### src/rrps_pkg.sv
// Shared types and constants for the round-robin poll sequencer.
// Used by rrps_cfg, rrps_core and round_robin_poll_sequencer; depends on nothing.
package rrps_pkg;

  // Register indexes on the configuration port (byte address = 4 * index).
  localparam logic [2:0] REG_SLOT_COUNT = 3'd0;
  localparam logic [2:0] REG_TIMEOUT    = 3'd1;
  localparam logic [2:0] REG_MAX_RUNS0  = 3'd2;

  // Number of run-limit registers on the port.
  localparam int NUM_MAX_RUN_REGS = 4;

  localparam int CFG_ADDR_W  = 5;
  localparam int CFG_DATA_W  = 32;
  localparam int LIMIT_W     = 31;
  localparam int SLOT_CNT_W  = 3;
  localparam int ELAPSED_W   = 32;
  localparam int SLOT_IDX_W  = 2;

  typedef enum logic [4:0] {
    PH_START   = 5'b00001,
    PH_SKIP    = 5'b00010,
    PH_WAIT    = 5'b00100,
    PH_TIMEOUT = 5'b01000,
    PH_DONE    = 5'b10000
  } phase_t;

  typedef struct packed {
    logic device_ready;
    logic response_ready;
    logic read_ok;
  } in_flags_t;

  typedef struct packed {
    logic                    send_request;
    logic                    read_request;
    logic                    response_event;
    logic                    timeout_event;
    logic [SLOT_IDX_W-1:0]   slot_index;
    logic [ELAPSED_W-1:0]    elapsed_ms;
  } result_t;

endpackage

### src/rrps_cfg.sv
// Configuration register file of the round-robin poll sequencer.
// APB-style write and read access; depends on rrps_pkg.
module rrps_cfg #(
  parameter int SLOTS       = 4,
  parameter int COUNT_WIDTH = 31
) (
  input  logic                                clk,
  input  logic                                rst,
  input  logic                                psel,
  input  logic                                penable,
  input  logic                                pwrite,
  input  logic [rrps_pkg::CFG_ADDR_W-1:0]     paddr,
  input  logic [rrps_pkg::CFG_DATA_W-1:0]     pwdata,
  output logic [rrps_pkg::CFG_DATA_W-1:0]     prdata,
  output logic                                pready,
  output logic [rrps_pkg::SLOT_CNT_W-1:0]     slot_count,
  output logic [rrps_pkg::LIMIT_W-1:0]        timeout_limit,
  output logic [COUNT_WIDTH-1:0]              max_runs [SLOTS]
);
  import rrps_pkg::*;

  localparam logic [COUNT_WIDTH-1:0] COUNT_MAX = '1;

  logic       wr;
  logic [2:0] idx;
  logic [63:0] wval_ext;
  logic [COUNT_WIDTH-1:0] wval_cnt;

  assign pready   = 1'b1;
  assign wr       = psel && penable && pwrite;
  assign idx      = paddr[4:2];
  assign wval_ext = {33'b0, pwdata[LIMIT_W-1:0]};
  assign wval_cnt = wval_ext[COUNT_WIDTH-1:0];

  always_ff @(posedge clk) begin
    if (rst) begin
      slot_count    <= SLOT_CNT_W'(1);
      timeout_limit <= LIMIT_W'(100);
      for (int k = 0; k < SLOTS; k++) begin
        max_runs[k] <= COUNT_MAX;
      end
    end else if (wr) begin
      if (idx == REG_SLOT_COUNT) begin
        slot_count <= pwdata[SLOT_CNT_W-1:0];
      end
      if (idx == REG_TIMEOUT) begin
        timeout_limit <= pwdata[LIMIT_W-1:0];
      end
      for (int k = 0; k < SLOTS; k++) begin
        if (k < NUM_MAX_RUN_REGS && int'(idx) == int'(REG_MAX_RUNS0) + k) begin
          max_runs[k] <= wval_cnt;
        end
      end
    end
  end

  always_comb begin
    logic [63:0] mr_ext;
    prdata = '0;
    mr_ext = '0;
    if (idx == REG_SLOT_COUNT) begin
      prdata = CFG_DATA_W'(slot_count);
    end else if (idx == REG_TIMEOUT) begin
      prdata = CFG_DATA_W'(timeout_limit);
    end else begin
      for (int k = 0; k < SLOTS; k++) begin
        if (k < NUM_MAX_RUN_REGS && int'(idx) == int'(REG_MAX_RUNS0) + k) begin
          mr_ext = 64'(max_runs[k]);
          prdata = {1'b0, mr_ext[LIMIT_W-1:0]};
        end
      end
    end
  end

endmodule

### src/rrps_core.sv
// Poll sequencer state and per-item step logic.
// Holds phase, current slot, send time and run counts; depends on rrps_pkg.
module rrps_core #(
  parameter int SLOTS       = 4,
  parameter int COUNT_WIDTH = 31,
  parameter int TIME_WIDTH  = 32
) (
  input  logic                              clk,
  input  logic                              rst,
  input  logic                              fire,
  input  logic [TIME_WIDTH-1:0]             now_ms,
  input  rrps_pkg::in_flags_t               flags,
  input  logic [rrps_pkg::SLOT_CNT_W-1:0]   slot_count,
  input  logic [rrps_pkg::LIMIT_W-1:0]      timeout_limit,
  input  logic [COUNT_WIDTH-1:0]            max_runs [SLOTS],
  output rrps_pkg::result_t                 res
);
  import rrps_pkg::*;

  localparam int SLOT_W = (SLOTS > 1) ? $clog2(SLOTS) : 1;
  localparam int NW     = ($clog2(SLOTS + 1) > SLOT_CNT_W) ? $clog2(SLOTS + 1) : SLOT_CNT_W;
  localparam logic [COUNT_WIDTH-1:0] COUNT_MAX = '1;

  phase_t                phase, phase_next;
  logic [SLOT_W-1:0]     cur, cur_next;
  logic [TIME_WIDTH-1:0] send_time, send_time_next;
  logic [COUNT_WIDTH-1:0] run_counts [SLOTS];

  logic                   cnt_wr;
  logic [COUNT_WIDTH-1:0] cnt_wval;
  logic [COUNT_WIDTH-1:0] cnt;
  logic [COUNT_WIDTH-1:0] mr;
  logic [TIME_WIDTH-1:0]  elapsed;
  logic [63:0]            elapsed_ext;
  logic                   over;
  logic [NW-1:0]          sc_ext;
  logic [NW-1:0]          active;
  logic [NW-1:0]          cur_inc;
  logic                   last;
  logic [15:0]            cur_ext;

  assign cnt         = run_counts[cur];
  assign mr          = max_runs[cur];
  assign elapsed     = now_ms - send_time;
  assign elapsed_ext = 64'(elapsed);
  assign over        = elapsed_ext > 64'(timeout_limit);
  assign sc_ext      = NW'(slot_count);
  assign cur_inc     = NW'(cur) + NW'(1);
  assign last        = cur_inc >= active;
  assign cur_ext     = 16'(cur);

  always_comb begin
    if (sc_ext == '0) begin
      active = NW'(1);
    end else if (sc_ext > NW'(SLOTS)) begin
      active = NW'(SLOTS);
    end else begin
      active = sc_ext;
    end
  end

  always_comb begin
    phase_next     = phase;
    cur_next       = cur;
    send_time_next = send_time;
    cnt_wr         = 1'b0;
    cnt_wval       = cnt;
    res            = '0;
    if (!flags.device_ready) begin
      phase_next = PH_START;
    end else begin
      case (phase)
        PH_START: begin
          phase_next = PH_SKIP;
          cur_next   = '0;
        end
        PH_SKIP: begin
          if (cnt > mr) begin
            phase_next = PH_DONE;
          end else if (cnt == COUNT_MAX) begin
            cnt_wr   = 1'b1;
            cnt_wval = '0;
          end else begin
            cnt_wr           = 1'b1;
            cnt_wval         = cnt + COUNT_WIDTH'(1);
            send_time_next   = now_ms;
            phase_next       = PH_WAIT;
            res.send_request = 1'b1;
            res.slot_index   = cur_ext[SLOT_IDX_W-1:0];
          end
        end
        PH_WAIT: begin
          if (over) begin
            phase_next = PH_TIMEOUT;
          end else if (flags.response_ready) begin
            res.read_request = 1'b1;
            res.slot_index   = cur_ext[SLOT_IDX_W-1:0];
            if (flags.read_ok) begin
              res.response_event = 1'b1;
              res.elapsed_ms     = elapsed_ext[ELAPSED_W-1:0];
            end
            phase_next = PH_DONE;
          end
        end
        PH_TIMEOUT: begin
          res.timeout_event = 1'b1;
          res.slot_index    = cur_ext[SLOT_IDX_W-1:0];
          res.elapsed_ms    = elapsed_ext[ELAPSED_W-1:0];
          if (last) begin
            cur_next   = '0;
            phase_next = PH_START;
          end else begin
            cur_next   = cur_inc[SLOT_W-1:0];
            phase_next = PH_SKIP;
          end
        end
        PH_DONE: begin
          if (last) begin
            cur_next   = '0;
            phase_next = PH_START;
          end else begin
            cur_next   = cur_inc[SLOT_W-1:0];
            phase_next = PH_SKIP;
          end
        end
        default: begin
          phase_next = PH_START;
        end
      endcase
    end
  end

  always_ff @(posedge clk) begin
    if (rst) begin
      phase     <= PH_START;
      cur       <= '0;
      send_time <= '0;
      for (int k = 0; k < SLOTS; k++) begin
        run_counts[k] <= '0;
      end
    end else if (fire) begin
      phase     <= phase_next;
      cur       <= cur_next;
      send_time <= send_time_next;
      if (cnt_wr) begin
        run_counts[cur] <= cnt_wval;
      end
    end
  end

  a_send_then_wait: assert property (@(posedge clk) disable iff (rst)
    fire && res.send_request |=> phase == PH_WAIT)
    else $error("send was not followed by the wait phase");

  a_one_strobe: assert property (@(posedge clk) disable iff (rst)
    fire |-> $onehot0({res.send_request, res.read_request, res.timeout_event}))
    else $error("more than one strobe on a result");

  a_event_needs_read: assert property (@(posedge clk) disable iff (rst)
    fire && res.response_event |-> res.read_request && $past(phase_next) != PH_START)
    else $error("response event without a read");

  a_not_ready_start: assert property (@(posedge clk) disable iff (rst)
    fire && !flags.device_ready |=> phase == PH_START && $stable(send_time))
    else $error("losing ready did not return to start");

  a_timeout_reported: assert property (@(posedge clk) disable iff (rst)
    fire && flags.device_ready && phase == PH_TIMEOUT |-> res.timeout_event)
    else $error("timeout phase passed without a timeout event");

endmodule

### src/round_robin_poll_sequencer.sv
// Top level of the round-robin poll sequencer.
// Instantiates rrps_cfg and rrps_core; depends on rrps_pkg.
//
// Each input item is one time tick: the current millisecond time and the
// device-ready, response-ready and read-ok flags. Every input item yields
// exactly one result item carrying the send and read strobes, the response
// and timeout events, the slot they refer to and the elapsed time.
// Both channels use valid and stall; an item moves at a clock edge where
// valid is high and stall is low.
// An accepted item is held in an input register, the step logic is
// combinational, and the result lands in an output register when the output
// side can advance; it can be taken at a clock edge where stall is low. One
// item is taken every cycle while the output side keeps up; the step through
// the sequencer state lies between the input and output registers.
// While the receiver stalls, the result is held, the input register fills and
// then in_stall rises until the result is taken.
// Reset returns the sequencer to its start phase at slot 0 with all run
// counts cleared and the registers at their reset values; the APB port is
// always ready and takes writes at any time.
module round_robin_poll_sequencer #(
  parameter int SLOTS       = 4,
  parameter int COUNT_WIDTH = 31,
  parameter int TIME_WIDTH  = 32
) (
  input  logic                               clk,
  input  logic                               rst,
  input  logic                               in_valid,
  output logic                               in_stall,
  input  logic [TIME_WIDTH-1:0]              now_ms,
  input  logic                               device_ready,
  input  logic                               response_ready,
  input  logic                               read_ok,
  output logic                               out_valid,
  input  logic                               out_stall,
  output logic                               send_request,
  output logic                               read_request,
  output logic                               response_event,
  output logic                               timeout_event,
  output logic [rrps_pkg::SLOT_IDX_W-1:0]    slot_index,
  output logic [rrps_pkg::ELAPSED_W-1:0]     elapsed_ms,
  input  logic                               psel,
  input  logic                               penable,
  input  logic                               pwrite,
  input  logic [rrps_pkg::CFG_ADDR_W-1:0]    paddr,
  input  logic [rrps_pkg::CFG_DATA_W-1:0]    pwdata,
  output logic [rrps_pkg::CFG_DATA_W-1:0]    prdata,
  output logic                               pready
);
  import rrps_pkg::*;

  logic [SLOT_CNT_W-1:0]  slot_count;
  logic [LIMIT_W-1:0]     timeout_limit;
  logic [COUNT_WIDTH-1:0] max_runs [SLOTS];

  logic                  in_q_valid;
  logic [TIME_WIDTH-1:0] now_q;
  in_flags_t             flags_q;
  logic                  advance;
  logic                  fire;
  result_t               res;
  result_t               out_q;

  assign advance  = !out_valid || !out_stall;
  assign fire     = in_q_valid && advance;
  assign in_stall = in_q_valid && !advance;

  always_ff @(posedge clk) begin
    if (rst) begin
      in_q_valid <= 1'b0;
    end else if (!in_stall) begin
      in_q_valid <= in_valid;
    end
  end

  always_ff @(posedge clk) begin
    if (in_valid && !in_stall) begin
      now_q                  <= now_ms;
      flags_q.device_ready   <= device_ready;
      flags_q.response_ready <= response_ready;
      flags_q.read_ok        <= read_ok;
    end
  end

  always_ff @(posedge clk) begin
    if (rst) begin
      out_valid <= 1'b0;
    end else if (advance) begin
      out_valid <= in_q_valid;
    end
  end

  always_ff @(posedge clk) begin
    if (fire) begin
      out_q <= res;
    end
  end

  assign send_request   = out_q.send_request;
  assign read_request   = out_q.read_request;
  assign response_event = out_q.response_event;
  assign timeout_event  = out_q.timeout_event;
  assign slot_index     = out_q.slot_index;
  assign elapsed_ms     = out_q.elapsed_ms;

  rrps_cfg #(
    .SLOTS       (SLOTS),
    .COUNT_WIDTH (COUNT_WIDTH)
  ) u_cfg (
    .clk           (clk),
    .rst           (rst),
    .psel          (psel),
    .penable       (penable),
    .pwrite        (pwrite),
    .paddr         (paddr),
    .pwdata        (pwdata),
    .prdata        (prdata),
    .pready        (pready),
    .slot_count    (slot_count),
    .timeout_limit (timeout_limit),
    .max_runs      (max_runs)
  );

  rrps_core #(
    .SLOTS       (SLOTS),
    .COUNT_WIDTH (COUNT_WIDTH),
    .TIME_WIDTH  (TIME_WIDTH)
  ) u_core (
    .clk           (clk),
    .rst           (rst),
    .fire          (fire),
    .now_ms        (now_q),
    .flags         (flags_q),
    .slot_count    (slot_count),
    .timeout_limit (timeout_limit),
    .max_runs      (max_runs),
    .res           (res)
  );

endmodule

### config.mk
export PLATFORM = sky130hd
export DESIGN_NAME = round_robin_poll_sequencer
export DESIGN_NICKNAME = d
export VERILOG_FILES = /design/src/rrps_pkg.sv /design/src/rrps_cfg.sv /design/src/rrps_core.sv /design/src/round_robin_poll_sequencer.sv
export SDC_FILE = /design/constraint.sdc
export NUM_CORES = 1
export LEC_CHECK = 0
export BUFFER_PORTS_ARGS = -buffer_cell sky130_fd_sc_hd__clkbuf_2
export CORE_UTILIZATION = 55
export CTS_BUF_LIST = sky130_fd_sc_hd__clkbuf_8 sky130_fd_sc_hd__clkbuf_16
export DETAILED_ROUTE_END_ITERATION = 6
export GPL_ROUTABILITY_DRIVEN = 0
export GPL_TIMING_DRIVEN = 0
export PLACE_DENSITY = 0.8
export SYNTH_ARGS = -nofsm -noshare
export SYNTH_HDL_FRONTEND = slang
export SYNTH_SLANG_ARGS = --single-unit
### constraint.sdc
create_clock -name clk -period 7 [get_ports clk]
set_input_delay 0.7 -clock clk [delete_from_list [all_inputs] [get_ports clk]]
set_output_delay 0.7 -clock clk [all_outputs]
set_load 0.01 [all_outputs]
# Yosys cells after proc, flatten, opt, wreduce, memory -nomap -nowiden
# Memories as Yosys holds them, arrays and structs flattened. A register that Yosys moved wholly into a read port is not among the register bits.
# Index checks and enable logic that the tools add are counted.
dict set report classes {
  add_sub_neg 3
  order_cmp 5
  eq_ne 13
  mux 49
  bitwise_logic 7
  reduce_logical 27
}
# operator n
set op_table {}
lappend op_table {{$mux 31} 11}
lappend op_table {{$mux 32} 3}
lappend op_table {{$mux 34} 2}
lappend op_table {{$pmux 32 s2} 1}
lappend op_table {{$bmux 31 s2} 1}
lappend op_table {{$gt 32x31->1} 1}
lappend op_table {{$sub 32x32->32} 1}
lappend op_table {{$add 31x1->31 const B} 1}
lappend op_table {{$eq 31x31->1 const B} 1}
lappend op_table {{$gt 31x31->1} 1}
lappend op_table {{$reduce_or 31->1} 1}
lappend op_table {{$mux 5} 5}
lappend op_table {{$pmux 5 s4} 1}
lappend op_table {{$mux 2} 8}
lappend op_table {{$mux 1} 13}
lappend op_table {{$eq 3x3->1 const B} 4}
lappend op_table {{$reduce_and 2->1} 6}
lappend op_table {{$ne 4x3->1 const B} 2}
lappend op_table {{$logic_not 3->1} 2}
lappend op_table {{$mux 3} 2}
lappend op_table {{$not 1->1} 6}
lappend op_table {{$pmux 2 s3} 1}
lappend op_table {{$reduce_and 3->1} 2}
lappend op_table {{$reduce_or 3->1} 2}
lappend op_table {{19 further kinds} 26}
dict set report totals {
  regBits 272
  mem_bits_rw 124
  out_inout_bits 73
  mem_count 1
}
# memory words word_bits read_ports rd_clocked_by_memory_dff write_ports line
set memory_table {}
lappend memory_table {u_core.run_counts 4 31 1 1 4 rrps_core.sv:27} ;# logic [COUNT_WIDTH-1:0] run_counts [SLOTS];

# Logic depth before layout (Yosys ltp)
dict set report logic_depth {
  ltp_word 14
  depth_mapped 21
  mapped_depth_nobuf 21
}

# Hierarchy
# Synthesis repeated with hierarchy kept, for this count alone.
dict set report unflattened {
  cells_unflattened 2151
  hier_area_um2 22358.9
}
# module n_inst cells_per_inst area_each_um2 seq_area_each_um2
set by_module_without_submodules {}
lappend by_module_without_submodules {rrps_core 1 1292 12514.5 4544.4}
lappend by_module_without_submodules {rrps_cfg 1 776 7566.0 3163.0}
lappend by_module_without_submodules {round_robin_poll_sequencer 1 83 2278.4 2232.1}

# Worst setup path after synthesis
# Ideal clock, no wire load.
dict set report synth_path {
  path_kind {register to register}
  startpoint {reg u_core.cur[0]}
  endpoint {mem u_core.run_counts[3][0] (enable)}
  setup_ns 0.389
  t_arrival_ns 4.484
  required_ns 6.611
  path_slack_ns 2.127
  stages_incl_launch_ff 14
  path_buffers 4
  cell_sequence {dfxtp_1 -> clkbuf_1 -> buf_1 -> mux4_2 -> inv_1 -> ha_1 -> a211oi_1 -> nor2_1 -> o31a_1 -> o41a_4 -> nor3_2 -> buf_4 -> buf_2 -> a41o_1}
}
# element line
set synth_lines {}
lappend synth_lines {{start: declaration} rrps_core.sv:25} ;# logic [SLOT_W-1:0] cur, cur_next;
lappend synth_lines {{start signal: assignment} rrps_core.sv:143} ;# cur <= cur_next;
lappend synth_lines {{end: declaration} rrps_core.sv:27}

# Final worst setup path
dict set report layout_path {
  startpoint {reg now_q[0]}
  endpoint {reg out_q (netlist bit elapsed_ms[29]), data pin}
}
dict set report layout_between {
  elab_chain_cells 5
  elab_cells_between_ends 6
}
# element line
set layout_rtl {}
lappend layout_rtl {{start: declaration} round_robin_poll_sequencer.sv:56} ;# logic [TIME_WIDTH-1:0] now_q;
lappend layout_rtl {{start signal: assignment} round_robin_poll_sequencer.sv:77} ;# now_q <= now_ms;
lappend layout_rtl {{$sub 32x32->32 (*)} rrps_core.sv:44} ;# assign elapsed = now_ms - send_time;
lappend layout_rtl {{branches (longest 3 deep; another with $gt 32x31->1)} -}
lappend layout_rtl {{$pmux 32 s2 (*)} rrps_core.sv:72} ;# case (phase)
lappend layout_rtl {{end signal: assignment} round_robin_poll_sequencer.sv:94} ;# out_q <= res;
lappend layout_rtl {{end: declaration} round_robin_poll_sequencer.sv:61} ;# result_t out_q;
# Every way passes the cells marked *.
# A chain may end at the register's enable or synchronous reset.

==> summary.md <==
| Metric | Value |
|---|---|
| Status | `finished clean` |
| WHS | `0.304 ns` |
| Post-synth top area cell | `edfxtp_1` |
| Critical path required time | `7.31 ns` |
| Clock buffer depth | `3` |
| Layout cells sized above 1 | `15.4%` |
| Clock-pin slew of the registers on the worst-case setup and hold paths | `0.06 ns` |
| Routed met2 length | `29500 um` |
| Total grt overflow | `0` |
| DRT antenna net count | `0` |
| Largest net degree at the start of global routing | `41` |
| Largest stage delay, worst path | `0.94 ns` |
| Port bufs | `145` |
| Post-synthesis net count | `2212` |
| Worst-Skew Late Latency | `0.58 ns` |
| Layout fillers | `2974` |
| Max-slew headroom | `5.21%` |
| RR Startpoint | `now_q[0]$_DFFE_PP_` |
| Ranking of synthesized cells by area | `edfxtp_1, dfxtp_1, mux4_2` |
| Final setup fails | `0` |
| Uppermost layer routed | `met5` |
| Synth Cell Area | `21400 sq um` |
| Global Route Usage Sum | `31.6%` |
| Slowest cell on the critical path | `o21ai_1` |
| Crit Reg-Reg Endpoint | `elapsed_ms[29]$_SDFFCE_PN0P_` |
| WP buf/inv | `2` |
| First-pass GRT wire length | `94700 um` |
| Fmax | `0.150 GHz` |
| Yosys cell types | `87` |
| Post_cts resized | `0` |
| Core box area | `37900 sq um` |
| Cell family with most CP delay | `compound AO/OA/AOI/OAI gates` |
| Worst R2R Setup Slack | `0.33 ns` |
| Mean post-synth cell area | `10.5 sq um` |
| Vias | `17600` |
| Num rows | `71` |
| I/O pins | `152` |
| Wl on met1 | `23900 um` |
| Pre-antenna DRT Iters | `6` |
| Synthesized flop and latch total | `398` |
| Clock Skews | `0.0280 ns` |
| Critical path, cell by cell | `inv_1 > ha_1 > inv_1 > fa_1 > a21o_1 > a21oi_1 > o21ai_0 > a31oi_1 > o21ai_0 > a31oi_1 > xnor2_1 > ha_1 > nand4_1 > nor2_1 > nand2_1 > nor4_1 > a221o_1 > a221oi_2 > o21ai_1 > and3b_1` |
| CTS tree | `built` |
| Post-DP HPWL | `45100 um` |
| Number of DRC markers in iteration 0 | `1851` |
| Hold Path Class | `primary input to flip-flop` |
| Synth async-reset ratio | `0%` |
| Fin. Hold Viols | `0` |
| Synth top area share | `27.7%` |
| Drt drc | `0` |
| Slew @ Worst Pin | `1.41 ns` |
| Crit path time final | `6.67 ns` |
| Final worst path period share | `95.3%` |
| Area grow syn2layout | `13.4%` |
| Critical Path End Type | `flip-flop` |
| Reg2Reg Depth | `20` |
| P_leak | `9.20 nW` |
| Top_reg_cell synth | `dfxtp_1` |
| Yosys warning total | `0` |
| CTS root buf | `clkbuf_16` |
| Max-cap violations | `0` |
| Seq/Total Area, Yosys | `46.5%` |
| CTS Hold Buffers Added | `0` |
| Number of synthesized flops with an enable pin | `197` |
| Post-CTS Setup Inserts | `0` |
| Worst Path Arrival | `6.99 ns` |
| Avg WL per Cell | `22.7 um` |
| TNS Setup | `0 ns` |
| Vias in the first global route | `16900` |
| Crit Path Max Fanout | `10` |
| H-tree levels | `2` |
| Hold Crit Depth | `1` |
| Chip width | `199 um` |
| Initial antenna violation count | `7` |
| Die height | `199 um` |
| Worst Hold Launch | `now_ms[29]` |
| Worst IR drop on VDD | `0.000180 V` |
| Slew Limit Fails | `0` |
| Num CTS Buffers | `43` |
| Syn Inst Count | `2034` |
| Element type at the critical path start | `flip-flop` |
| Die area | `39700 sq um` |
| Clock Sinks | `398` |
| Drt via density | `6.34` |
| Hold endpoint | `now_q[29]$_DFFE_PP_` |
| WL met3 | `6350 um` |
| DRT Wirelength | `63000 um` |
| RSZ-0062 raised after global routing | `false` |
| Starting density of the core | `56.3%` |
| PwrDens | `219 nW/um^2` |
| Final nets | `2404` |
| Class of the most critical setup path | `flip-flop to flip-flop` |
[cells in the mapped netlist, drive strengths merged, types with 3 or more instances]
master and instances:
inv 116, a211o 128, a211oi 13, xor2 39, and4 7, o211a 23
clkbuf 89, ha 98, edfxtp 197, buf 44, xnor2 14, nor2 176
a21o 18, nand4 30, a221oi 6, o31a 3, o211ai 6, and2 9
nand2 139, o2111ai 3, o21a 8, and3 12, mux4 62, or3 5
o21bai 5, o22ai 28, mux2 27, nand3 59, nor2b 140, or2 4
nor3 21, a22oi 27, dfxtp 201, a31oi 13, a21oi 115, nor4 11
nor3b 4, nand2b 15, nand3b 3, o21ai 35, mux2i 45
[how the worst max path moves through the flow]
stage / startpoint / end / slack, ns / cells past startpoint
after detailed placement: now_q[0]$_DFFE_PP_ / elapsed_ms[29]$_SDFFCE_PN0P_ / 0.71 / 21
after global placement: u_core.cur[0]$_SDFFE_PP0P_ / u_core.run_counts[3][19]$_DFFE_PP_ / 0.71 / 13
after floorplan: u_core.cur[0]$_SDFFE_PP0P_ / u_core.run_counts[3][0]$_DFFE_PP_ / 2.13 / 13
final: now_q[0]$_DFFE_PP_ / elapsed_ms[29]$_SDFFCE_PN0P_ / 0.33 / 20
after global routing: now_q[0]$_DFFE_PP_ / elapsed_ms[29]$_SDFFCE_PN0P_ / 0.11 / 20
after CTS: now_q[0]$_DFFE_PP_ / elapsed_ms[29]$_SDFFCE_PN0P_ / 0.64 / 20
[cells in the final DEF (no fill, tap or decap), drive strengths merged, types with 14 or more instances in the layout]
cell type / netlist / final
clkbuf: 89 / 282
a21oi: 115 / 115
nand2: 139 / 139
o21ai: 35 / 35
dfxtp: 201 / 201
edfxtp: 197 / 197
mux4: 62 / 62
xor2: 39 / 39
buf: 44 / 46
mux2i: 45 / 45
inv: 116 / 127
a211o: 128 / 128
nand3: 59 / 59
a21o: 18 / 18
nor3: 21 / 21
a22oi: 27 / 27
nand2b: 15 / 15
ha: 98 / 98
o22ai: 28 / 28
nor2: 176 / 176
nand4: 30 / 30
nor2b: 140 / 140
o211a: 23 / 23
xnor2: 14 / 14
mux2: 27 / 27
[kinds of logic after synthesis]
| group | after synthesis | synth area share (%) |
|---|---|---|
| AND/OR/NAND/NOR | 644 | 15.3 |
| AO/OA/AOI/OAI | 454 | 15.3 |
| flip-flops | 398 | 46.5 |
| buffers and inverters | 250 | 4.84 |
| multiplexers | 134 | 10.1 |
| adder cells (fa/ha/maj) | 99 | 5.83 |
| XOR/XNOR | 53 | 2.17 |
| other | 2 | 0.0351 |
[per-layer routing]
layer / global-route usage [%] / vias up
li1: - / 7847
met1: 40.1 / 8538
met2: 50.8 / 998
met3: 6.80 / 202
met4: 16.1 / 6
met5: 0 / -
[stage by stage]
step	setup slack [ns]	power, W	cells	instance area (sq um)	utilization (%)
final	0.327	0.00531	2774	24200	63.9
after CTS	0.639	0.00531	2770	24200	63.9
after floorplan	2.13	0.00286	2034	21400	-
after global routing	0.106	0.00545	2773	24200	63.9
after global placement	0.706	0.00302	2690	22700	59.9
after detailed placement	0.708	0.00304	2692	22800	60.1
[layout make-up]
cell class / count / area, sq um / area share, %
Buffer: 133 / 597 / 2.46
Clock inverter: 30 / 259 / 1.07
Timing Repair Buffer: 147 / 766 / 3.16
Tap cell: 511 / 639 / 2.64
Multi-Input combinational cell: 1386 / 10400 / 43.0
Antenna cell: 4 / 10.0 / 0.0413
Inverter: 117 / 439 / 1.81
Clock buffer: 48 / 1170 / 4.82
Sequential cell: 398 / 9940 / 41.0
[sequential cells by signal, indices dropped and copies added (netlist names), named ones only]
| name | cells |
|---|---|
| u_cfg.max_runs | 124 |
| u_core.run_counts | 124 |
| elapsed_ms | 32 |
| now_q | 32 |
| u_core.send_time | 32 |
| u_cfg.timeout_limit | 31 |
| u_core.phase | 5 |
| flags_q | 3 |
| u_cfg.slot_count | 3 |
| slot_index | 2 |
| u_core.cur | 2 |
| in_q_valid | 1 |
| out_valid | 1 |
| read_request | 1 |
| response_event | 1 |
| send_request | 1 |
| timeout_event | 1 |
[where the power goes]
group	internal, W	leakage, nW	switching, W
sequential	0.00250	3.60	0.0000274
clock	0.00137	0.739	0.000937
combinational	0.000170	4.87	0.000306
total	0.00404	9.20	0.00127
(Power assumes the default switching activity.)
